[src/sv/lsra_pkg.sv]
// Shared types and constants of the linear-scan register allocator.
`timescale 1ns / 1ps
`default_nettype none

package lsra_pkg;

    // Number of physical registers that can be handed out.
    localparam int unsigned NUM_REGS  = 64;
    // Width of a register number.
    localparam int unsigned REG_W     = $clog2(NUM_REGS);
    // Width of a count that can reach NUM_REGS itself.
    localparam int unsigned CNT_W     = $clog2(NUM_REGS + 1);
    // Width of an instruction index (signed).
    localparam int unsigned PT_W      = 11;
    // Width of the register number in a result.
    localparam int unsigned OUT_IDX_W = 6;
    // Stream data widths, padded to whole bytes.
    localparam int unsigned S_TDATA_W = 24;
    localparam int unsigned M_TDATA_W = 8;

    typedef enum logic [1:0] {
        ST_IDLE,
        ST_RETIRE,
        ST_COMMIT
    } state_t;

    typedef enum logic [1:0] {
        ALLOC_POP,
        ALLOC_FRESH,
        ALLOC_FAIL
    } alloc_t;

    typedef struct packed {
        logic   load;
        logic   retire;
        logic   commit;
        alloc_t alloc;
    } dp_cmd_t;

    typedef struct packed {
        logic head_expired;
        logic stack_empty;
        logic all_opened;
        logic out_free;
    } dp_status_t;

endpackage

`default_nettype wire

[src/sv/lsra_ctrl.sv]
// Controller state machine of the linear-scan register allocator.
`timescale 1ns / 1ps
`default_nettype none

module lsra_ctrl (
    input  wire logic                 aclk,
    input  wire logic                 aresetn,
    input  wire logic                 s_tvalid,
    output logic                      s_tready,
    input  wire lsra_pkg::dp_status_t status,
    output lsra_pkg::dp_cmd_t         cmd
);

    lsra_pkg::state_t state_reg, state_next;

    always_ff @(posedge aclk) begin
        if (!aresetn) begin
            state_reg <= lsra_pkg::ST_IDLE;
        end else begin
            state_reg <= state_next;
        end
    end

    always_comb begin
        state_next = state_reg;
        s_tready   = 1'b0;
        cmd        = '0;
        cmd.alloc  = lsra_pkg::ALLOC_POP;
        unique case (state_reg)
            lsra_pkg::ST_IDLE: begin
                s_tready = 1'b1;
                if (s_tvalid) begin
                    cmd.load   = 1'b1;
                    state_next = lsra_pkg::ST_RETIRE;
                end
            end
            lsra_pkg::ST_RETIRE: begin
                // Expired entries form a prefix of the sorted list.
                if (status.head_expired) begin
                    cmd.retire = 1'b1;
                end else begin
                    state_next = lsra_pkg::ST_COMMIT;
                end
            end
            lsra_pkg::ST_COMMIT: begin
                if (!status.stack_empty) begin
                    cmd.alloc = lsra_pkg::ALLOC_POP;
                end else if (!status.all_opened) begin
                    cmd.alloc = lsra_pkg::ALLOC_FRESH;
                end else begin
                    cmd.alloc = lsra_pkg::ALLOC_FAIL;
                end
                if (status.out_free) begin
                    cmd.commit = 1'b1;
                    state_next = lsra_pkg::ST_IDLE;
                end
            end
            default: begin
                state_next = lsra_pkg::ST_IDLE;
            end
        endcase
    end

endmodule

`default_nettype wire

[src/sv/lsra_dp.sv]
// Datapath of the linear-scan register allocator: active list, free stack, counts, result.
`timescale 1ns / 1ps
`default_nettype none

module lsra_dp (
    input  wire logic                               aclk,
    input  wire logic                               aresetn,
    input  wire lsra_pkg::dp_cmd_t                  cmd,
    output lsra_pkg::dp_status_t                    status,
    input  wire logic [lsra_pkg::S_TDATA_W-1:0]     s_tdata,
    input  wire logic [0:0]                         s_tuser,
    output logic                                    m_tvalid,
    input  wire logic                               m_tready,
    output logic [lsra_pkg::M_TDATA_W-1:0]          m_tdata,
    output logic [1:0]                              m_tuser
);

    localparam int unsigned NR = lsra_pkg::NUM_REGS;
    localparam int unsigned RW = lsra_pkg::REG_W;
    localparam int unsigned CW = lsra_pkg::CNT_W;
    localparam int unsigned PW = lsra_pkg::PT_W;
    localparam int unsigned OW = lsra_pkg::OUT_IDX_W;

    logic signed [PW-1:0] start_reg, end_reg;

    // Active list as a row of cells, kept sorted by last read.
    logic signed [PW-1:0] cell_end_reg [NR];
    logic [RW-1:0]        cell_id_reg  [NR];

    logic [CW-1:0] active_cnt_reg, free_cnt_reg, opened_cnt_reg;

    logic [RW-1:0] stack_mem [NR];
    logic [RW-1:0] stack_rd_reg;
    logic [RW-1:0] stack_rd_addr;

    logic          m_valid_reg;
    logic [OW-1:0] m_idx_reg;
    logic          m_fresh_reg;
    logic          m_oor_reg;

    logic          push_ok;
    logic          ins_ok;
    logic [RW-1:0] new_id;
    logic [NR-1:0] place;
    logic [OW+RW-1:0] id_ext;

    assign push_ok       = free_cnt_reg < CW'(NR);
    assign stack_rd_addr = RW'(free_cnt_reg - 1'b1);
    assign new_id        = (cmd.alloc == lsra_pkg::ALLOC_POP) ? stack_rd_reg
                                                               : opened_cnt_reg[RW-1:0];
    assign ins_ok        = cmd.commit && (cmd.alloc != lsra_pkg::ALLOC_FAIL)
                           && (active_cnt_reg < CW'(NR));
    assign id_ext        = {{OW{1'b0}}, new_id};

    // place[i] marks the cells from the insertion point up to the first empty cell (a run of ones).
    always_comb begin
        for (int i = 0; i < NR; i++) begin
            if (CW'(i) < active_cnt_reg) begin
                place[i] = cell_end_reg[i] > end_reg;
            end else begin
                place[i] = (CW'(i) == active_cnt_reg);
            end
        end
    end

    always_ff @(posedge aclk) begin
        if (cmd.load) begin
            start_reg <= $signed(s_tdata[PW-1:0]);
            end_reg   <= $signed(s_tdata[2*PW-1:PW]);
        end
    end

    always_ff @(posedge aclk) begin
        if (cmd.retire) begin
            for (int i = 0; i < NR - 1; i++) begin
                cell_end_reg[i] <= cell_end_reg[i+1];
                cell_id_reg[i]  <= cell_id_reg[i+1];
            end
        end else if (ins_ok) begin
            if (place[0]) begin
                cell_end_reg[0] <= end_reg;
                cell_id_reg[0]  <= new_id;
            end
            for (int i = 1; i < NR; i++) begin
                if (place[i-1]) begin
                    cell_end_reg[i] <= cell_end_reg[i-1];
                    cell_id_reg[i]  <= cell_id_reg[i-1];
                end else if (place[i]) begin
                    cell_end_reg[i] <= end_reg;
                    cell_id_reg[i]  <= new_id;
                end
            end
        end
    end

    always_ff @(posedge aclk) begin
        if (cmd.retire && push_ok) begin
            stack_mem[free_cnt_reg[RW-1:0]] <= cell_id_reg[0];
        end
        stack_rd_reg <= stack_mem[stack_rd_addr];
    end

    always_ff @(posedge aclk) begin
        if (!aresetn) begin
            active_cnt_reg <= '0;
            free_cnt_reg   <= '0;
            opened_cnt_reg <= '0;
        end else if (cmd.load) begin
            if (s_tuser[0]) begin
                active_cnt_reg <= '0;
                free_cnt_reg   <= '0;
                opened_cnt_reg <= '0;
            end
        end else if (cmd.retire) begin
            active_cnt_reg <= active_cnt_reg - 1'b1;
            if (push_ok) begin
                free_cnt_reg <= free_cnt_reg + 1'b1;
            end
        end else if (cmd.commit) begin
            case (cmd.alloc)
                lsra_pkg::ALLOC_POP:   free_cnt_reg   <= free_cnt_reg - 1'b1;
                lsra_pkg::ALLOC_FRESH: opened_cnt_reg <= opened_cnt_reg + 1'b1;
                default: ;
            endcase
            if (ins_ok) begin
                active_cnt_reg <= active_cnt_reg + 1'b1;
            end
        end
    end

    always_ff @(posedge aclk) begin
        if (!aresetn) begin
            m_valid_reg <= 1'b0;
        end else if (cmd.commit) begin
            m_valid_reg <= 1'b1;
        end else if (m_tready) begin
            m_valid_reg <= 1'b0;
        end
    end

    always_ff @(posedge aclk) begin
        if (cmd.commit) begin
            if (cmd.alloc == lsra_pkg::ALLOC_FAIL) begin
                m_idx_reg   <= '0;
                m_fresh_reg <= 1'b0;
                m_oor_reg   <= 1'b1;
            end else begin
                m_idx_reg   <= id_ext[OW-1:0];
                m_fresh_reg <= (cmd.alloc == lsra_pkg::ALLOC_FRESH);
                m_oor_reg   <= 1'b0;
            end
        end
    end

    assign status.head_expired = (active_cnt_reg != '0) && (cell_end_reg[0] <= start_reg);
    assign status.stack_empty  = (free_cnt_reg == '0);
    assign status.all_opened   = (opened_cnt_reg == CW'(NR));
    assign status.out_free     = !m_valid_reg || m_tready;

    assign m_tvalid = m_valid_reg;
    assign m_tdata  = {{(lsra_pkg::M_TDATA_W - OW){1'b0}}, m_idx_reg};
    assign m_tuser  = {m_oor_reg, m_fresh_reg};

endmodule

`default_nettype wire

[src/sv/linear_scan_register_allocator.sv]
// Top level of the linear-scan register allocator.
//
//  Channel | Direction | Data                                   | Side band
//  --------+-----------+----------------------------------------+---------------------------
//  s_      | in        | start_point [10:0], end_point [21:11]  | tuser[0] new_pass
//  m_      | out       | register_index [5:0]                   | tuser[0] fresh, [1] oor
//
// For each item, the idle state takes the request, the retirement loop retires one expired
// active entry per cycle and settles the free-stack read when it leaves, and the commit
// state assigns, inserts and posts the result. Each interval is retired at most once.
// Reset (aresetn low, synchronous) empties the active list, the free stack and the
// opened count at once; no clearing pass is needed. A stalled result sits in the output
// register while the next request is taken; only the assignment cycle waits for it.
`timescale 1ns / 1ps
`default_nettype none

module linear_scan_register_allocator (
    input  wire logic                            aclk,
    input  wire logic                            aresetn,
    // Input requests: tdata = start_point [10:0], end_point [21:11], zeros [23:22].
    input  wire logic                            s_tvalid,
    output logic                                 s_tready,
    input  wire logic [lsra_pkg::S_TDATA_W-1:0]  s_tdata,
    // tuser = new_pass [0].
    input  wire logic [0:0]                      s_tuser,
    // Results: tdata = register_index [5:0], zeros [7:6].
    output logic                                 m_tvalid,
    input  wire logic                            m_tready,
    output logic [lsra_pkg::M_TDATA_W-1:0]       m_tdata,
    // tuser = fresh_register [0], out_of_registers [1].
    output logic [1:0]                           m_tuser
);

    lsra_pkg::dp_cmd_t    cmd;
    lsra_pkg::dp_status_t status;

    // The controller sequences each request: accept, retire the expired prefix of
    // the active list one entry per cycle, then pick a register and commit.
    lsra_ctrl u_ctrl (
        .aclk     (aclk),
        .aresetn  (aresetn),
        .s_tvalid (s_tvalid),
        .s_tready (s_tready),
        .status   (status),
        .cmd      (cmd)
    );

    // The datapath holds the sorted active list as a row of cells, the free stack
    // as a small memory with a registered read port, the counts and the result register.
    lsra_dp u_dp (
        .aclk     (aclk),
        .aresetn  (aresetn),
        .cmd      (cmd),
        .status   (status),
        .s_tdata  (s_tdata),
        .s_tuser  (s_tuser),
        .m_tvalid (m_tvalid),
        .m_tready (m_tready),
        .m_tdata  (m_tdata),
        .m_tuser  (m_tuser)
    );

endmodule

`default_nettype wire
[config.mk]
export PLATFORM = sky130hd
export DESIGN_NAME = linear_scan_register_allocator
export DESIGN_NICKNAME = d
export VERILOG_FILES = /design/src/sv/lsra_pkg.sv /design/src/sv/lsra_ctrl.sv /design/src/sv/lsra_dp.sv /design/src/sv/linear_scan_register_allocator.sv
export SDC_FILE = /design/constraint.sdc
export NUM_CORES = 2
export LEC_CHECK = 0
export BUFFER_PORTS_ARGS = -buffer_cell sky130_fd_sc_hd__buf_4
export CAP_MARGIN = 5
export CORE_ASPECT_RATIO = 0.75
export CORE_MARGIN = 4
export CORE_UTILIZATION = 49
export DETAILED_ROUTE_END_ITERATION = 16
export PLACE_DENSITY_LB_ADDON = 0.12
export SKIP_LAST_GASP = 1
export SLEW_MARGIN = 20
export SYNTH_ARGS = -nofsm -noshare
export SYNTH_HDL_FRONTEND = slang
export SYNTH_HIERARCHICAL = 1
export SYNTH_SLANG_ARGS = --single-unit
[constraint.sdc]
create_clock -name aclk -period 4.7 [get_ports aclk]
set_input_delay 0.705 -clock aclk [delete_from_list [all_inputs] [get_ports aclk]]
set_output_delay 0.705 -clock aclk [all_outputs]
set_load 0.05 [all_outputs]
==> impl_metrics.env <==
export IMPL_multi_input_area_um2=40610
export IMPL_worstPathRequired_ns=5.27
export IMPL_syn_area_per_cell_um2=11.45
export IMPL_status="finished, final reports clean"
export IMPL_ys_seq_area_share_pct=51.16
export IMPL_netlist_area_um2=89340
export IMPL_irDropWorstVdd_v=0.0003994
export IMPL_clk_path_buf_depth=3
export IMPL_power_frac_seq_pct=45.0
export IMPL_root_buffer="clkbuf_16"
export IMPL_gr_total_overflow=0
export IMPL_power_share_combinational_pct=15.6
export IMPL_p_sw_share_pct=29.03
export IMPL_yosys_area_top_type="edfxtp_1"
export IMPL_fin_setup_tns_ns=0
export IMPL_power_density_nw_per_um2=340.7
export IMPL_antenna_found_initial=16
export IMPL_fmaxAchievable_mhz=222.1
export IMPL_cts_sinks=1532
export IMPL_use_met3_pct=10.83
export IMPL_via_per_inst=6.844
export IMPL_slew_headroom_pct=18.85
export IMPL_min_path_type="primary input to register"
export IMPL_firstDrtPassIters=6
export IMPL_wl_mm=326.8
export IMPL_clk_pin_slew_ns=0.06
export IMPL_cap_violations=0
export IMPL_internal_power_mw=24.32
export IMPL_drv_slew=0
export IMPL_fin_nets=8680
export IMPL_final_hold_viol_count=0
export IMPL_synthArstFlopShare_pct=0
export IMPL_yosys_area_top_type_share_pct=50.48
export IMPL_grt_pass1_vias=67180
export IMPL_clock_latency_ns=0.87
export IMPL_nFillCells=15270
export IMPL_period_needed_ns=4.503
export IMPL_synth_ff_type="edfxtp_1"
export IMPL_worstMarginPinSlew_ns=1.217
export IMPL_clock_skew_ns=0.07238
export IMPL_path_max_fanout=19
export IMPL_h_tree_depth=4
export IMPL_worstSetupPathType="register to register"
export IMPL_p_clk_share_pct=39.4
export IMPL_die_w_um=501.1
export IMPL_rrSetupSlack_ns=0.20
export IMPL_dieArea_um2=189300
export IMPL_gr_usage_met1_pct=50.94
export IMPL_largest_reg_flops=704
export IMPL_drive_gt1_share_pct=13.90
export IMPL_portBuffers=36
export IMPL_setup_violations=0
export IMPL_pin_count=41
export IMPL_cts_inserted_buffers=162
export IMPL_area_sequential_um2=45710
export IMPL_num_vias=71730
export IMPL_dp_hpwl_mm=238.5
export IMPL_grt_usage_pct=33.72
export IMPL_drcViolationCount=0
export IMPL_synth_top_cells_by_area="edfxtp_1, ha_1, a221o_1"
export IMPL_busiest_layer="met1"
export IMPL_core_area_um2=180900
export IMPL_finalPower_mw=34.27
export IMPL_chipHeight_um=377.8
export IMPL_cp_data_arrival_time_ns=5.07
export IMPL_syn_inst=7806
export IMPL_cp_end_kind="register"
export IMPL_synth_cell_type_count=100
export IMPL_tritoncts="yes"
export IMPL_ys_seq_elements=1532
export IMPL_initial_core_util_pct=49.39
export IMPL_grt_max_degree=149
export IMPL_crit_path_start_kind="register"
export IMPL_avgRoutedWirePerCell_um=31.18
export IMPL_drtAntennaViolNets=0
export IMPL_syn_to_final_growth_pct=12.59
export IMPL_drt_initial_drc_count=10750
export IMPL_switchingPower_mw=9.950
export IMPL_num_rows=135
export IMPL_ys_warn_count=6
export IMPL_synth_edf_count=1502
export IMPL_grt_pass1_wl_mm=470.3
export IMPL_met2_usage_pct=45.18
export IMPL_period_share_pct=95.80
export IMPL_gp_congestion=0.9649
export IMPL_leakagePower_nw=37.06
export IMPL_rsz0062_at_grt="no"
-- cells in the mapped netlist, types with 14 or more instances --
cell / number
a311oi_1: 15
edfxtp_1: 1502
a32o_1: 32
ha_1: 714
mux2_2: 107
o21ai_0: 305
nand2b_1: 81
a221oi_1: 49
buf_1: 36
a2111oi_0: 17
a21o_1: 115
mux2i_1: 202
nor3_1: 107
a2bb2oi_1: 42
a32oi_1: 19
o311ai_0: 38
o22ai_1: 260
a22o_1: 17
nand4_1: 113
buf_2: 104
nor2_1: 743
nand3b_1: 27
o221ai_1: 59
and3_1: 45
a22oi_1: 26
mux4_2: 126
or2_2: 35
a21oi_1: 529
nand2_1: 577
nand3_1: 95
o2111ai_1: 14
inv_1: 287
a221o_1: 321
a31oi_1: 42
o21a_1: 38
nor2b_1: 103
and2_1: 19
a211oi_1: 46
o211ai_1: 43
nor3b_1: 104
or3_1: 16
clkbuf_1: 391
dfxtp_1: 30
-- power groups by stage --
stage	clock, mW	combinational (mW)	sequential (mW)
final	13.5	5.35	15.4
after global routing	14.3	5.54	15.4
after CTS	13.7	5.17	15.4
after detailed placement	0	5.15	15.7
after global placement	0	5.06	15.7
after floorplan	0	2.42	15.6
-- worst max-delay path, stage by stage (launching register included) --
cell and delay, ns:
edfxtp_1 0.49, inv_4 0.42, buf_4 0.47, ha_1 0.22
a21oi_1 0.07, o211ai_1 0.27, nor2b_1 0.08, or3_1 0.34
o22ai_2 0.67, nand3_1 0.33, buf_4 0.30, mux2_2 0.28
mux2_2 0.25
-- metrics by stage --
stage	cell area [um^2]	util, %	cells	setup WS, ns	hold slack [ns]
global route	100600	55.59	10470	0.003418	0.01363
detailed placement	94940	52.48	10170	0.2596	0.5224
global placement	94940	52.48	10170	0.3546	0.5109
finish	100600	55.60	10480	0.1973	0.04644
floorplan	89350	-	7807	-0.3296	0.4658
CTS	100500	55.57	10470	0.1448	0.002543
-- final cells by class --
cell class	instances	share of cell area, %
Timing Repair Buffer	508	4.573
Antenna cell	10	0.02488
Tap cell	2397	2.982
Inverter	287	1.096
Clock buffer	184	4.142
Multi-Input combinational cell	5446	40.37
Sequential cell	1532	45.44
Clock inverter	116	1.371
-- metal layers --
layer / share of wire (%) / up-vias
met3: 14 / 644
met2: 39 / 4444
met4: 3.6 / 10
met5: 0.024 / -
met1: 43 / 35750
li1: - / 30880
-- cells by family (layout without fill, tap and decap cells) --
group                    Yosys count  in the layout  share of synthesized area (%)
flip-flops                      1532           1532                          51.16
other                              1             12                       0.004197
buffers and inverters            829           1095                          3.683
adder cells (fa/ha/maj)          714            714                          9.999
AND/OR/NAND/NOR                 2115           2115                          11.16
AO/OA/AOI/OAI                   2160           2160                          16.96
XOR/XNOR                          12             12                         0.1176
multiplexers                     443            443                          6.922
-- placed cells by master, fill, tap and decap left out, drive strengths merged, types with 49 or more instances in the layout --
cell,instances
clkbuf,184
buf,504
nand2b,81
nor3b,107
nand4,113
mux2i,202
a221oi,49
nand2,577
inv,291
o22ai,261
clkinv,87
a21o,115
edfxtp,1502
a21oi,534
ha,714
a221o,321
nor3,111
nor2b,103
o21ai,319
nand3,97
nor2,745
o221ai,59
mux4,126
mux2,115
-- what timing repair did --
action | CTS | global route
endpoints found under the setup margin | 0 | 30
resized for setup | 0 | 3
hold endpoints to repair | 4 | 0
hold buffers | 4 | 0
setup buffers | 0 | 0
-- path summary, 6_finish.rpt --
check / start / to / cells after the start
worst max-delay path: u_dp/end_reg[7] / u_dp/cell_end_reg[0][497] / 12
worst min-delay path: s_tdata[15] / u_dp/end_reg[4] / 1
worst max register to register: u_dp/end_reg[7] / u_dp/cell_end_reg[0][497] / 12
worst min register to register: u_dp/cell_id_reg[0][301] / u_dp/cell_id_reg[0][295] / 2
Note: power is estimated with default switching activity, not from simulation.
